--- src/hw/rtl/mirb_pkg.sv ---
// ----------------------------------------------------------------------------
// mirb_pkg
// Shared types and constants of the micro I/O register block: the word map,
// the configuration map and the request and result records.
// ----------------------------------------------------------------------------
package mirb_pkg;

	localparam logic [15:0] ADDR_KEY_FLAG   = 16'hFFB0;
	localparam logic [15:0] ADDR_KEY_CODE   = 16'hFFB2;
	localparam logic [15:0] ADDR_SCROLL     = 16'hFFB4;
	localparam logic [15:0] ADDR_SAVED_PC   = 16'hFFBC;
	localparam logic [15:0] ADDR_SAVED_PSW  = 16'hFFBE;
	localparam logic [15:0] ADDR_TMR_RELOAD = 16'hFFC6;
	localparam logic [15:0] ADDR_TMR_VALUE  = 16'hFFC8;
	localparam logic [15:0] ADDR_TMR_FLAGS  = 16'hFFCA;
	localparam logic [15:0] ADDR_EXT_PORT   = 16'hFFCC;
	localparam logic [15:0] ADDR_SYS_PORT   = 16'hFFCE;

	localparam logic [15:0] SYS_BASE_LARGE  = 16'hC000;
	localparam logic [15:0] SYS_BASE_SMALL  = 16'h8000;
	localparam logic [15:0] RD_UNMAPPED     = 16'hFFFF;
	localparam logic [15:0] TMR_FLAGS_FILL  = 16'hFF00;

	localparam logic       OP_READ  = 1'b0;
	localparam logic       OP_WRITE = 1'b1;

	localparam int         PADDR_W       = 3;
	localparam logic [2:0] CFG_ADDR_MODEL = 3'd0;

	localparam int S_TDATA_W = 80;
	localparam int M_TDATA_W = 48;

	typedef struct packed {
		logic        operation;
		logic [15:0] address;
		logic [15:0] write_data;
		logic [1:0]  byte_lanes;
		logic [6:0]  key_code;
		logic        key_ready;
		logic        key_held;
		logic        tape_level_high;
		logic        tape_recording;
		logic [15:0] saved_pc;
		logic [15:0] saved_psw;
	} request_t;

	typedef struct packed {
		logic [15:0] read_data;
		logic        tape_running;
		logic        beep_level;
		logic        screen_page;
		logic [3:0]  palette_number;
		logic [7:0]  scroll_line;
		logic        screen_cut;
		logic        frame_irq_enable;
		logic [2:0]  window0_page;
		logic        window1_rom;
		logic [2:0]  window1_page;
		logic [2:0]  timer_period_shift;
	} result_t;

	function automatic logic [15:0] lane_merge(input logic [15:0] old_word,
			input logic [15:0] new_word, input logic [1:0] lanes);
		logic [15:0] merged;
		merged = old_word;
		if (lanes[0]) merged[7:0] = new_word[7:0];
		if (lanes[1]) merged[15:8] = new_word[15:8];
		return merged;
	endfunction

endpackage

--- src/hw/rtl/mirb_regs.sv ---
// ----------------------------------------------------------------------------
// mirb_regs
// Register file and decode: serves one bus request from the input stage,
// updates the system registers and forms the result record.
// ----------------------------------------------------------------------------
module mirb_regs (
	input  logic               clk,
	input  logic               arst_n,
	input  logic               model_select,
	input  logic               advance,
	input  mirb_pkg::request_t req,
	output mirb_pkg::result_t  res
);

	logic        key_irq_off_q, key_irq_off_d;
	logic        vid_mask_q, vid_mask_d;
	logic [3:0]  palette_q, palette_d;
	logic        page_q, page_d;
	logic [7:0]  scroll_q, scroll_d;
	logic        cut_q, cut_d;
	logic [15:0] reload_q, reload_d;
	logic [15:0] count_q, count_d;
	logic [7:0]  flags_q, flags_d;
	logic [2:0]  shift_q, shift_d;
	logic        port_wr_q, port_wr_d;
	logic        motor_q, motor_d;
	logic        beep_q, beep_d;
	logic [2:0]  win0_q, win0_d;
	logic        win1_rom_q, win1_rom_d;
	logic [2:0]  win1_page_q, win1_page_d;

	logic [15:0] adr;
	logic [15:0] wd;
	logic [15:0] rd;
	logic        ctrl_wr;

	assign adr = {req.address[15:1], 1'b0};
	assign wd  = req.write_data;

	always_comb begin
		key_irq_off_d = key_irq_off_q;
		vid_mask_d    = vid_mask_q;
		palette_d     = palette_q;
		page_d        = page_q;
		scroll_d      = scroll_q;
		cut_d         = cut_q;
		reload_d      = reload_q;
		count_d       = count_q;
		flags_d       = flags_q;
		shift_d       = shift_q;
		port_wr_d     = port_wr_q;
		motor_d       = motor_q;
		beep_d        = beep_q;
		win0_d        = win0_q;
		win1_rom_d    = win1_rom_q;
		win1_page_d   = win1_page_q;
		ctrl_wr       = 1'b0;
		rd            = 16'h0000;
		if (req.operation == mirb_pkg::OP_READ) begin
			case (adr)
				mirb_pkg::ADDR_KEY_FLAG: rd = {8'h00, req.key_ready, key_irq_off_q, 6'h00};
				mirb_pkg::ADDR_KEY_CODE: rd = {9'h000, req.key_code};
				mirb_pkg::ADDR_SCROLL: rd = {6'h00, !cut_q, 1'b0, scroll_q};
				mirb_pkg::ADDR_SAVED_PC: rd = req.saved_pc;
				mirb_pkg::ADDR_SAVED_PSW: rd = req.saved_psw;
				mirb_pkg::ADDR_TMR_RELOAD: rd = reload_q;
				mirb_pkg::ADDR_TMR_VALUE: rd = count_q;
				mirb_pkg::ADDR_TMR_FLAGS: rd = mirb_pkg::TMR_FLAGS_FILL | {8'h00, flags_q};
				mirb_pkg::ADDR_EXT_PORT: rd = 16'h0000;
				mirb_pkg::ADDR_SYS_PORT: begin
					rd = model_select ? mirb_pkg::SYS_BASE_LARGE : mirb_pkg::SYS_BASE_SMALL;
					rd[2] = port_wr_q;
					rd[5] = motor_q && !req.tape_recording && req.tape_level_high;
					rd[6] = !req.key_held;
					port_wr_d = 1'b0;
				end
				default: rd = mirb_pkg::RD_UNMAPPED;
			endcase
		end else begin
			case (adr)
				mirb_pkg::ADDR_KEY_FLAG: key_irq_off_d = wd[6];
				mirb_pkg::ADDR_KEY_CODE: begin
					if (model_select) begin
						vid_mask_d = wd[14];
						palette_d  = wd[11:8];
						page_d     = wd[15];
					end
				end
				mirb_pkg::ADDR_SCROLL: begin
					if (req.byte_lanes[0]) scroll_d = wd[7:0];
					if (req.byte_lanes[1]) cut_d = !wd[9];
				end
				mirb_pkg::ADDR_TMR_RELOAD: reload_d = mirb_pkg::lane_merge(reload_q, wd,
						req.byte_lanes);
				mirb_pkg::ADDR_TMR_VALUE: count_d = mirb_pkg::lane_merge(count_q, wd,
						req.byte_lanes);
				mirb_pkg::ADDR_TMR_FLAGS: begin
					if (req.byte_lanes[0]) begin
						flags_d = wd[7:0];
						shift_d = {wd[5], wd[6], 1'b0};
						if (wd[4] || wd[1]) count_d = reload_q;
					end
				end
				mirb_pkg::ADDR_SYS_PORT: begin
					if (model_select) begin
						if (wd[11]) begin
							if (wd[4]) begin
								win1_rom_d = 1'b1; win1_page_d = 3'd3;
							end else if (wd[3]) begin
								win1_rom_d = 1'b1; win1_page_d = 3'd2;
							end else if (wd[1]) begin
								win1_rom_d = 1'b1; win1_page_d = 3'd1;
							end else if (wd[0]) begin
								win1_rom_d = 1'b1; win1_page_d = 3'd0;
							end else begin
								win1_rom_d = 1'b0; win1_page_d = wd[10:8];
							end
							win0_d = wd[14:12];
						end else begin
							ctrl_wr = (req.byte_lanes == 2'b11);
						end
					end else begin
						ctrl_wr = req.byte_lanes[0];
					end
				end
				default: ;
			endcase
			if (ctrl_wr) begin
				if (!wd[7] && !motor_q) begin
					motor_d = 1'b1;
				end else if (wd[7] && motor_q && !req.tape_recording) begin
					motor_d = 1'b0;
				end
				beep_d    = wd[6];
				port_wr_d = 1'b1;
			end
		end
	end

	always_ff @(posedge clk or negedge arst_n) begin
		if (!arst_n) begin
			key_irq_off_q <= 1'b0;
			vid_mask_q    <= 1'b1;
			palette_q     <= '0;
			page_q        <= 1'b0;
			scroll_q      <= '0;
			cut_q         <= 1'b0;
			reload_q      <= '0;
			count_q       <= '0;
			flags_q       <= '0;
			shift_q       <= '0;
			port_wr_q     <= 1'b0;
			motor_q       <= 1'b0;
			beep_q        <= 1'b0;
			win0_q        <= '0;
			win1_rom_q    <= 1'b1;
			win1_page_q   <= '0;
		end else if (advance) begin
			key_irq_off_q <= key_irq_off_d;
			vid_mask_q    <= vid_mask_d;
			palette_q     <= palette_d;
			page_q        <= page_d;
			scroll_q      <= scroll_d;
			cut_q         <= cut_d;
			reload_q      <= reload_d;
			count_q       <= count_d;
			flags_q       <= flags_d;
			shift_q       <= shift_d;
			port_wr_q     <= port_wr_d;
			motor_q       <= motor_d;
			beep_q        <= beep_d;
			win0_q        <= win0_d;
			win1_rom_q    <= win1_rom_d;
			win1_page_q   <= win1_page_d;
		end
	end

	always_comb begin
		res.read_data          = rd;
		res.tape_running       = motor_d;
		res.beep_level         = beep_d;
		res.screen_page        = page_d;
		res.palette_number     = palette_d;
		res.scroll_line        = scroll_d;
		res.screen_cut         = cut_d;
		res.frame_irq_enable   = !vid_mask_d;
		res.window0_page       = win0_d;
		res.window1_rom        = win1_rom_d;
		res.window1_page       = win1_page_d;
		res.timer_period_shift = shift_d;
	end

	a_shift_even: assert property (@(posedge clk) disable iff (!arst_n) !shift_q[0])
		else $error("timer prescale shift is odd");

	a_rom_page_range: assert property (@(posedge clk) disable iff (!arst_n)
			win1_rom_q |-> !win1_page_q[2])
		else $error("ROM window page out of range");

	a_port_read_clears: assert property (@(posedge clk) disable iff (!arst_n)
			(advance && req.operation == mirb_pkg::OP_READ && adr == mirb_pkg::ADDR_SYS_PORT)
			|=> !port_wr_q)
		else $error("system port read did not clear written flag");

	a_write_reads_zero: assert property (@(posedge clk) disable iff (!arst_n)
			(advance && req.operation == mirb_pkg::OP_WRITE) |-> (res.read_data == 16'h0000))
		else $error("write request returned nonzero read data");

endmodule

--- src/hw/rtl/micro_io_register_block.sv ---
// ----------------------------------------------------------------------------
// micro_io_register_block
// System register set of a 16-bit home computer behind a stream interface.
// ----------------------------------------------------------------------------
// Each bus request is registered, decoded against the system register map
// and its result (read word plus the current control outputs) is held in an
// output register. Throughput is one request per clock unless m_tready stalls
// the output; a request passes the input register, then the result register.
// Requests take effect on the register state in acceptance order. The APB
// port holds model_select (offset 0, reset 1).
// ----------------------------------------------------------------------------
module micro_io_register_block (
	input  logic                              clk,
	input  logic                              arst_n,
	input  logic                              psel,
	input  logic                              penable,
	input  logic                              pwrite,
	input  logic [mirb_pkg::PADDR_W-1:0]      paddr,
	input  logic [31:0]                       pwdata,
	output logic [31:0]                       prdata,
	output logic                              pready,
	input  logic                              s_tvalid,
	output logic                              s_tready,
	// [15:0] address, [31:16] write_data, [33:32] byte_lanes, [40:34] key_code,
	// [41] key_ready, [42] key_held, [43] tape_level_high, [44] tape_recording,
	// [60:45] saved_pc, [76:61] saved_psw, [79:77] zero
	input  logic [mirb_pkg::S_TDATA_W-1:0]    s_tdata,
	// [0] operation
	input  logic                              s_tuser,
	output logic                              m_tvalid,
	input  logic                              m_tready,
	// [15:0] read_data, [16] tape_running, [17] beep_level, [18] screen_page,
	// [22:19] palette_number, [30:23] scroll_line, [31] screen_cut,
	// [32] frame_irq_enable, [35:33] window0_page, [36] window1_rom,
	// [39:37] window1_page, [42:40] timer_period_shift, [47:43] zero
	output logic [mirb_pkg::M_TDATA_W-1:0]    m_tdata
);

	logic               model_q;
	logic               valid_s1;
	mirb_pkg::request_t req_s1;
	logic               out_valid_s2;
	mirb_pkg::result_t  res_s2;
	mirb_pkg::result_t  res;
	logic               advance;

	assign pready = 1'b1;
	assign prdata = (paddr == mirb_pkg::CFG_ADDR_MODEL) ? {31'h0, model_q} : 32'h0;

	always_ff @(posedge clk or negedge arst_n) begin
		if (!arst_n) begin
			model_q <= 1'b1;
		end else if (psel && penable && pwrite && pready &&
				paddr == mirb_pkg::CFG_ADDR_MODEL) begin
			model_q <= pwdata[0];
		end
	end

	assign advance  = valid_s1 && (!out_valid_s2 || m_tready);
	assign s_tready = !valid_s1 || advance;

	always_ff @(posedge clk or negedge arst_n) begin
		if (!arst_n) begin
			valid_s1 <= 1'b0;
		end else if (s_tready) begin
			valid_s1 <= s_tvalid;
		end
	end

	always_ff @(posedge clk) begin
		if (s_tvalid && s_tready) begin
			req_s1.operation       <= s_tuser;
			req_s1.address         <= s_tdata[15:0];
			req_s1.write_data      <= s_tdata[31:16];
			req_s1.byte_lanes      <= s_tdata[33:32];
			req_s1.key_code        <= s_tdata[40:34];
			req_s1.key_ready       <= s_tdata[41];
			req_s1.key_held        <= s_tdata[42];
			req_s1.tape_level_high <= s_tdata[43];
			req_s1.tape_recording  <= s_tdata[44];
			req_s1.saved_pc        <= s_tdata[60:45];
			req_s1.saved_psw       <= s_tdata[76:61];
		end
	end

	mirb_regs u_regs (
		.clk          (clk),
		.arst_n       (arst_n),
		.model_select (model_q),
		.advance      (advance),
		.req          (req_s1),
		.res          (res)
	);

	always_ff @(posedge clk or negedge arst_n) begin
		if (!arst_n) begin
			out_valid_s2 <= 1'b0;
		end else if (advance) begin
			out_valid_s2 <= 1'b1;
		end else if (m_tready) begin
			out_valid_s2 <= 1'b0;
		end
	end

	always_ff @(posedge clk) begin
		if (advance) begin
			res_s2 <= res;
		end
	end

	assign m_tvalid = out_valid_s2;
	assign m_tdata  = {5'h00, res_s2.timer_period_shift, res_s2.window1_page,
			res_s2.window1_rom, res_s2.window0_page, res_s2.frame_irq_enable,
			res_s2.screen_cut, res_s2.scroll_line, res_s2.palette_number,
			res_s2.screen_page, res_s2.beep_level, res_s2.tape_running, res_s2.read_data};

endmodule
--- config.mk ---
export PLATFORM = sky130hd
export DESIGN_NAME = micro_io_register_block
export DESIGN_NICKNAME = d
export VERILOG_FILES = /design/src/hw/rtl/mirb_pkg.sv /design/src/hw/rtl/mirb_regs.sv /design/src/hw/rtl/micro_io_register_block.sv
export SDC_FILE = /design/constraint.sdc
export NUM_CORES = 1
export LEC_CHECK = 0
export BUFFER_PORTS_ARGS = -buffer_cell sky130_fd_sc_hd__buf_2
export CAP_MARGIN = 20
export CORE_ASPECT_RATIO = 1.4
export CORE_MARGIN = 10
export CORE_UTILIZATION = 43
export CTS_CLUSTER_SIZE = 30
export DETAILED_ROUTE_END_ITERATION = 10
export GPL_TIMING_DRIVEN = 1
export PLACE_DENSITY = 0.76
export SLEW_MARGIN = 20
export SYNTH_ARGS = -nofsm -noshare
export SYNTH_HDL_FRONTEND = slang
export SYNTH_SLANG_ARGS = --single-unit
--- constraint.sdc ---
create_clock -name clk -period 7.27 [get_ports clk]
set_input_delay 1.0905 -clock clk [delete_from_list [all_inputs] [get_ports clk]]
set_output_delay 1.0905 -clock clk [all_outputs]
set_load 0.01 [all_outputs]
== Word level (Yosys, flattened, before mapping) ==
Index checks and enable logic that the tools add are counted.
Storage, ports and cells
  register bits after elaboration: 193
  output and inout bits: 83
  memory bits (writable): 0
  memory bits (read-only): 0
  logic and storage cells: 154
  latch bits: 0
  bits of input ports: 123
  memories: 0
Cells by class
  $mul: 0
  divide/modulo/power cells: 0
  reductions and logical operators: 33
  bitwise logic cells: 0
  $lt $le $gt $ge: 0
  add/subtract/negate cells: 0
  equal/unequal tests: 16
  shifts and indexed selects: 0
  multiplexer cells: 61
Operators with widths (number)
  one-hot mux 16 bit (10 select lines): 1
  equality test 15 bit, second input constant: 10
  2-to-1 mux 3 bit: 15
  2-to-1 mux 8 bit: 5
  2-to-1 mux 1 bit: 33
  2-to-1 mux 16 bit: 2
  one-hot mux 16 bit (2 select lines): 1
  2-to-1 mux 15 bit: 1
  2-to-1 mux 4 bit: 3
  AND reduction 4 bit: 3
  AND reduction 6 bit: 2
  logical AND 1 bit: 10
  zero test 1 bit: 9
  != test 2 bit, second input constant: 3
  AND reduction 3 bit: 2
  nonzero test 2 bit: 3
  != test 2 x 1 -> 1 bit, second input constant: 2
  zero test 3 bit: 1
  logical OR 1 bit: 3
  equality test 2 bit, second input constant: 1

== Logic depth before layout (Yosys ltp) ==
Gate-level depths: netlist of the first run.
  depth in word-level cells: 8
  gate-level depth with buffers: 8

== Hierarchy ==
From an unflattened synthesis of the first run, not the netlist that was laid out.
Second synthesis, totals
  cells, all modules: 583
  area total of the unflattened synthesis: 8400.6 um^2
Modules (own cells, without submodules)
  mirb_regs: cells an instance 410, sequential area each 1729.2 um^2, instances 1, area an instance 4331.7 um^2
  micro_io_register_block: cells an instance 173, sequential area each 3709.8 um^2, instances 1, area an instance 4068.9 um^2

== Worst setup path after synthesis of the first run ==
No wires, ideal clock.
  path kind: input -> register
  start: in m_tready
  end: reg req_s1[0] (netlist name), enable pin
  slack: 3720 ps
  setup time: 444 ps
  cell stages on the path: 2
  required time: 6826 ps
  data arrival time: 3106 ps
  buffers on the path: 0
  cell sequence: nand3b_1 and2_1
On the way
  word-level cells in the longest chain between the ends: 4
Ends and longest elaborated chain
  start: declaration: RTL line micro_io_register_block.sv:31  | input logic m_tready,
  logical OR 1 bit: RTL line micro_io_register_block.sv:59  | assign advance = valid_s1 && (!out_valid_s2 || m_tready);
  logical AND 1 bit: RTL line micro_io_register_block.sv:59
  logical OR 1 bit: RTL line micro_io_register_block.sv:60  | assign s_tready = !valid_s1 || advance;
  logical AND 1 bit: RTL line micro_io_register_block.sv:71  | if (s_tvalid && s_tready) begin
  end: declaration: RTL line micro_io_register_block.sv:41  | mirb_pkg::request_t req_s1;
No other way between the ends.
A chain may end at the register's enable or synchronous reset.

== Worst setup path after layout of the first run ==
  start: reg req_s1[75] (netlist name)
  end: reg u_regs.page_q
On the way
  word-level cells in the longest chain between the ends: 3
Ends and longest elaborated chain
  equality test 15 bit: RTL line mirb_regs.sv:80  | case (adr)
  2-to-1 mux 1 bit: RTL line mirb_regs.sv:80
  2-to-1 mux 1 bit: RTL line mirb_regs.sv:59  | if (req.operation == mirb_pkg::OP_READ) begin
  end signal: assignment: RTL line mirb_regs.sv:162  | page_q <= page_d;
  end: declaration: RTL line mirb_regs.sv:18  | logic page_q, page_d;
No other way between the ends.

==> results.sh, run 1 <==
export IMPL_cp_max_fo=12
export IMPL_r2r_end="u_regs.page_q$_DFFE_PN0P_"
export IMPL_htreeDepth=4
export IMPL_port_buffers=133
export IMPL_crit_path_end_kind="flop"
export IMPL_hold_violations=0
export IMPL_outcome="finished, final reports clean"
export IMPL_gr_usage_met3_pct=3.91
export IMPL_final_common_cell="buf_2"
export IMPL_io_pins=206
export IMPL_p_total_mw=2.28
export IMPL_routed_via_count=5218
export IMPL_syn_to_final_growth_pct=17.0
export IMPL_die_height_um=183
export IMPL_gp_congestion=0.882
export IMPL_synth_adder_area_share_pct=0
export IMPL_ys_seq_area_share_pct=66.2
export IMPL_diodes=0
export IMPL_drc_errors=0
export IMPL_fin_skew_ps=11.3
export IMPL_max_slew_margin_pct=23.7
export IMPL_r2r_setup_slack_ps=4010
export IMPL_ys_warn_count=0
export IMPL_period_needed_ps=3260
export IMPL_power_internal_mw=1.77
export IMPL_tightest_slew_ps=1140
export IMPL_holdBufCountCts=0
export IMPL_switchingPower_mw=0.505
export IMPL_p_leak_nw=3.91
export IMPL_post_route_period_util_pct=44.9
export IMPL_drtAntennaViolNets=0
export IMPL_drv_cap=0
export IMPL_grt_max_degree=78
export IMPL_r2r_start="req_s1[75]$_DFFE_PP_"
export IMPL_routed_wl_mm=20.3
export IMPL_reg2regPathDepth=5
export IMPL_initial_core_util_pct=43.8
export IMPL_cts_setup_buffers=0
export IMPL_start_kind="flop"
export IMPL_holdPathStages=1
export IMPL_cts_path_max_buffers=2
export IMPL_final_cells=953
export IMPL_die_w_um=137
export IMPL_drtIter0Drc=426
export IMPL_crit_type="reg2reg"
export IMPL_critical_path_arrival_ps=3560
export IMPL_clkTransAtPathRegs_ps=70
export IMPL_p_sw_share_pct=22.2
export IMPL_pwr_share_comb_pct=5.4
export IMPL_synth_area_mux_share_pct=12.2
export IMPL_ys_types=55
export IMPL_dp_hpwl_mm=14.3
export IMPL_synth_flop_cell="edfxtp_1"
export IMPL_synth_area_um2=8180
export IMPL_min_path_type="reg2reg"
export IMPL_min_delay_start="u_regs.palette_q[3]$_DFFE_PN0P_"
export IMPL_drive_above_1_share_pct=35.3
export IMPL_clock_sinks=192
export IMPL_synth_top_family_by_area="multiplexers"
export IMPL_rsz0062_at_grt="false"
export IMPL_mostFrequentLayoutCells="buf_2, edfxtp_1, dfrtp_1, mux2_2, conb_1"
export IMPL_seq_power_share_pct=55.0
export IMPL_synth_cells=560
export IMPL_final_nets=820
export IMPL_row_count=59
export IMPL_ir_worst_vdd_v=0.000145
export IMPL_die_area_um2=25000
export IMPL_clkPwrFrac_pct=39.6
export IMPL_viasPerCell=5.48
export IMPL_min_to="u_regs.palette_q[3]$_DFFE_PN0P_"
export IMPL_core_area_um2=18700
export IMPL_grtUsageMet2_pct=28.4
export IMPL_synth_seq_cells=192
export IMPL_synth_xor_area_share_pct=0
export IMPL_grt_antenna_before_repair=0
export IMPL_post_drt_wl_per_cell_um=21.2
export IMPL_syn_area_per_cell_um2=14.6
export IMPL_cts_inserted_buffers=17
export IMPL_grt_pass1_wl_mm=30.9
export IMPL_grt_pass1_vias=5356
export IMPL_ctsResizeCount=0
export IMPL_synth_async_reset_ratio_pct=37.5
export IMPL_grt_ovfl_total=0
export IMPL_powerDensity_nw_per_um2=238
export IMPL_required_ps=7570
export IMPL_synth_compound_area_share_pct=8.06
export IMPL_synthSimpleGateAreaFrac_pct=8.55
export IMPL_cts_tree="done"
export IMPL_clockRootBuffer="clkbuf_16"
export IMPL_setup_tns_final_ps=0
export IMPL_grt_busiest_layer="met2"
export IMPL_finalSetupViolations=0
export IMPL_dp_cells=922
export IMPL_final_max_slew_viol_count=0
export IMPL_max_freq_ghz=0.307
export IMPL_drtPass1Iterations=5
export IMPL_use_met1_pct=18.8
export IMPL_clock_latency_ps=430
export IMPL_grt_usage_pct=16.1
export IMPL_synth_edf_count=120
-- synthesized netlist by cell type (2+ instances only) --
cell type,number,area (um^2)
nor3_1,11,55.1
mux2_1,6,67.6
and2_1,6,37.5
mux2_2,64,721
mux2i_1,21,210
nand2b_1,5,31.3
a221oi_1,2,17.5
buf_2,4,20.0
nand4b_1,2,17.5
nor2b_1,2,12.5
conb_1,2,7.51
o21ai_0,16,80.1
dfstp_2,3,78.8
a31oi_1,14,87.6
a222oi_1,9,90.1
clkbuf_1,12,45.0
inv_1,9,33.8
a41oi_1,2,17.5
nor3b_2,2,25.0
a32o_1,5,50.1
nor2_1,10,37.5
a21oi_1,5,25.0
nand3_1,7,35.0
and4_1,3,26.3
nor3_2,3,30.0
nor4_1,10,62.6
nand4_1,5,31.3
buf_1,2,7.51
dfrtp_1,69,1730
nor4_2,2,25.0
or4_1,3,22.5
a2111oi_0,2,17.5
o21ai_1,16,80.1
nand2_1,26,97.6
edfxtp_1,120,3600
nand4bb_1,2,22.5
buf_4,38,285
and3_1,5,31.3
o31ai_1,2,15.0
a22oi_1,14,105
a211oi_1,5,37.5
-- power by group through the flow --
stage	Sequential (mW)	Combinational [mW]	Clock (mW)
6_report	1.25	0.123	0.902
5_1_grt	1.26	0.136	0.964
4_1_cts	1.25	0.124	0.918
3_5_place_dp	1.28	0.124	0
3_3_place_gp	1.27	0.122	0
2_1_floorplan	1.27	0.0704	0
-- through the flow --
stage	util, %	area (um^2)	setup slack [ps]	hold WS [ps]
floorplan	-	8310	3720	454
global placement	48.1	8990	3960	463
detailed placement	48.1	8990	3920	472
CTS	51.1	9550	3890	488
global route	51.2	9570	3810	495
finish	51.2	9570	4010	484
-- critical path, cell delays in order (launching register included) --
cell and delay (ps):
edfxtp_1 340, nand4_1 620, or4_1 920, nor4b_4 540, and2_1 370, mux2_1 350
-- cell families (layout without fill, tap and decap cells) --
family	Yosys count	in the layout
AO/OA/AOI/OAI	96	96
buffers and inverters	66	180
flip-flops	192	192
multiplexers	91	91
other	2	37
AND/OR/NAND/NOR	113	113
-- cell type report --
class | count | area [um^2]
Fill cell | 1599 | 9110
Sequential cell | 192 | 5410
Multi-Input combinational cell | 337 | 2540
Timing Repair Buffer | 140 | 718
Clock buffer | 21 | 450
Tap cell | 244 | 305
Clock inverter | 10 | 114
Inverter | 9 | 33.8
-- worst max-delay path by stage --
stage | slack [ps] | end | from | cells past startpoint
4_1_cts | 3890 | u_regs.count_q[0]$_DFFE_PN0P_ | req_s1[63]$_DFFE_PP_ | 5
2_1_floorplan | 3720 | req_s1[0]$_DFFE_PP_ | m_tready | 2
6_report | 4010 | u_regs.page_q$_DFFE_PN0P_ | req_s1[75]$_DFFE_PP_ | 5
3_3_place_gp | 3960 | u_regs.flags_q[0]$_DFFE_PN0P_ | m_tready | 7
3_5_place_dp | 3920 | u_regs.flags_q[0]$_DFFE_PN0P_ | m_tready | 7
5_1_grt | 3810 | u_regs.page_q$_DFFE_PN0P_ | req_s1[74]$_DFFE_PP_ | 5
-- state kept, by name, indices dropped and copies added, names as in the netlist --
register	flops
m_tdata	43
m_tvalid	1
model_q	1
req_s1	77
u_regs.beep_q	1
u_regs.count_q	16
u_regs.cut_q	1
u_regs.flags_q	8
u_regs.key_irq_off_q	1
u_regs.motor_q	1
u_regs.page_q	1
u_regs.palette_q	4
u_regs.port_wr_q	1
u_regs.reload_q	16
u_regs.scroll_q	8
u_regs.shift_q	3
u_regs.vid_mask_q	1
u_regs.win0_q	3
u_regs.win1_page_q	3
u_regs.win1_rom_q	1
valid_s1	1
-- layer usage --
metal / wire length [um] / share of wire [%]
met3: 1430 / 7.1
met1: 7850 / 39
met2: 10700 / 53
met4: 303 / 1.5
met5: 0 / 0
(Power assumes the default switching activity.)
==> run 2, diff against run 1 <==
==> constraint.sdc (replaced) <==
create_clock -name clk -period 3.2 [get_ports clk]
set_input_delay 0.48 -clock clk [delete_from_list [all_inputs] [get_ports clk]]
set_output_delay 0.48 -clock clk [all_outputs]
set_load 0.01 [all_outputs]
==> run 2 against run 1 <==
Compared with the run above: clock power rose by 140%; sequential share of layout area shrank 1.1 points; critical path depth did not move; global-route usage grew 0.066 points; maximum frequency increased by 22%; register-to-register slack worse by 3500 ps; core utilization up 1.1 points; sequential cell count did not move; via count grew 2.0%; critical path type unchanged; largest cell class unchanged.
==> results.sh, run 2 (synthesis gave the netlist of run 1 again) <==
export IMPL_outcome="finished, final reports clean"
export IMPL_fin_util_pct=52.3
export IMPL_routed_wl_mm=20.5
export IMPL_min_path_type="in2async"
export IMPL_cts_inserted_buffers=17
export IMPL_max_freq_ghz=0.375
export IMPL_grt_pass1_wl_mm=30.9
export IMPL_critPathCapture="u_regs.palette_q[1]$_DFFE_PN0P_"
export IMPL_cts_tree="done"
export IMPL_finalSetupViolations=0
export IMPL_seq_area_um2=5410
export IMPL_clock_latency_ps=440
export IMPL_crit_path_end_kind="flop"
export IMPL_grt_ovfl_total=0
export IMPL_drive_above_1_share_pct=37.3
export IMPL_setup_tns_final_ps=0
export IMPL_multi_input_area_um2=2520
export IMPL_core_area_um2=18700
export IMPL_dp_hpwl_mm=14.9
export IMPL_routed_via_count=5321
export IMPL_drtAntennaViolNets=0
export IMPL_p_leak_nw=4.01
export IMPL_grt_pass1_vias=5492
export IMPL_period_needed_ps=2670
export IMPL_r2r_start="req_s1[64]$_DFFE_PP_"
export IMPL_final_nets=840
export IMPL_viasPerCell=5.46
export IMPL_diodes=0
export IMPL_fin_skew_ps=10.3
export IMPL_grt_antenna_before_repair=0
export IMPL_critical_path_arrival_ps=2990
export IMPL_cts_setup_buffers=0
export IMPL_r2r_end="u_regs.palette_q[1]$_DFFE_PN0P_"
export IMPL_io_pins=206
export IMPL_drc_errors=0
export IMPL_clockRootBuffer="clkbuf_16"
export IMPL_startpoint="req_s1[64]$_DFFE_PP_"
export IMPL_max_slew_margin_pct=42.6
export IMPL_ctsResizeCount=0
export IMPL_holdBufCountCts=0
export IMPL_htreeDepth=4
export IMPL_gp_congestion=0.900
export IMPL_die_height_um=183
export IMPL_final_max_slew_viol_count=0
export IMPL_ir_worst_vdd_v=0.000394
export IMPL_fillCellCount=1602
export IMPL_r2r_setup_slack_ps=530
export IMPL_reg2regPathDepth=5
export IMPL_post_drt_wl_per_cell_um=21.0
export IMPL_syn_to_final_growth_pct=19.4
export IMPL_crit_type="reg2reg"
export IMPL_required_ps=3520
export IMPL_clock_sinks=192
export IMPL_drtPass1Iterations=5
export IMPL_final_common_cell="buf_2"
export IMPL_powerDensity_nw_per_um2=542
export IMPL_die_area_um2=25000
export IMPL_rsz0062_at_grt="false"
export IMPL_largest_reg_flops=77
export IMPL_start_kind="flop"
export IMPL_initial_core_util_pct=43.8
export IMPL_grt_usage_pct=16.2
export IMPL_cp_max_fo=7
export IMPL_clkTransAtPathRegs_ps=70
export IMPL_port_buffers=133
export IMPL_cts_path_max_buffers=2
export IMPL_die_w_um=137
export IMPL_drtIter0Drc=355
export IMPL_post_route_period_util_pct=83.4
export IMPL_tightest_slew_ps=861
export IMPL_hold_violations=0
export IMPL_drv_cap=0
export IMPL_mostFrequentLayoutCells="buf_2, edfxtp_1, dfrtp_1, mux2_2, conb_1"
export IMPL_row_count=59
export IMPL_grt_max_degree=54
export IMPL_regMostFlops="req_s1"
## run 2: per-stage QoR
stage / instances / power, mW / area (um^2) / hold WS (ps) / worst slack, ps
floorplan: 595 / 3.04 / 8310 / 184 / 261
global placement: 942 / 3.18 / 9160 / 463 / 504
detailed placement: 942 / 3.19 / 9160 / 479 / 534
CTS: 974 / 5.33 / 9760 / 173 / 518
global route: 974 / 5.47 / 9760 / 203 / 438
finish: 974 / 5.29 / 9760 / 147 / 532
## run 2: worst min path at each step
stage          slack [ps]  cells after the start                              end                             from
6_report              150                      1             valid_s1$_DFFE_PN0N_                           arst_n
5_1_grt               200                      1             req_s1[59]$_DFFE_PP_                      s_tdata[30]
4_1_cts               170                      1             valid_s1$_DFFE_PN0N_                           arst_n
3_5_place_dp          480                      1        u_regs.page_q$_DFFE_PN0P_        u_regs.page_q$_DFFE_PN0P_
3_3_place_gp          460                      1  u_regs.palette_q[3]$_DFFE_PN0P_  u_regs.palette_q[3]$_DFFE_PN0P_
2_1_floorplan         180                      0             m_tvalid$_DFFE_PN0P_                           arst_n
## run 2: area by class of cell
class | instances | share of cell area (%)
Clock buffer | 20 | 4.57
Clock inverter | 12 | 1.61
Inverter | 9 | 0.346
Multi-Input combinational cell | 337 | 25.8
Sequential cell | 192 | 55.4
Tap cell | 244 | 3.13
Timing Repair Buffer | 160 | 9.15
## run 2: critical path: stages (launching register included)
cell,delay [ps]
edfxtp_1,510
nand4b_4,260
or4_1,690
nor4b_4,390
and2_1,350
mux2_1,350
## run 2: report_power, final
part / total, mW / internal, mW / switching [mW]
combinational: 0.297 / 0.105 / 0.193
clock: 2.16 / 1.25 / 0.903
sequential: 2.84 / 2.77 / 0.0714
## run 2: routing by layer
metal	track usage (%)	vias to the layer above	wire length (um)
met2	27.9	227	10600
met4	7.35	0	623
met1	18.6	2645	7860
met3	3.75	33	1460
met5	0	-	0
li1	-	2416	-
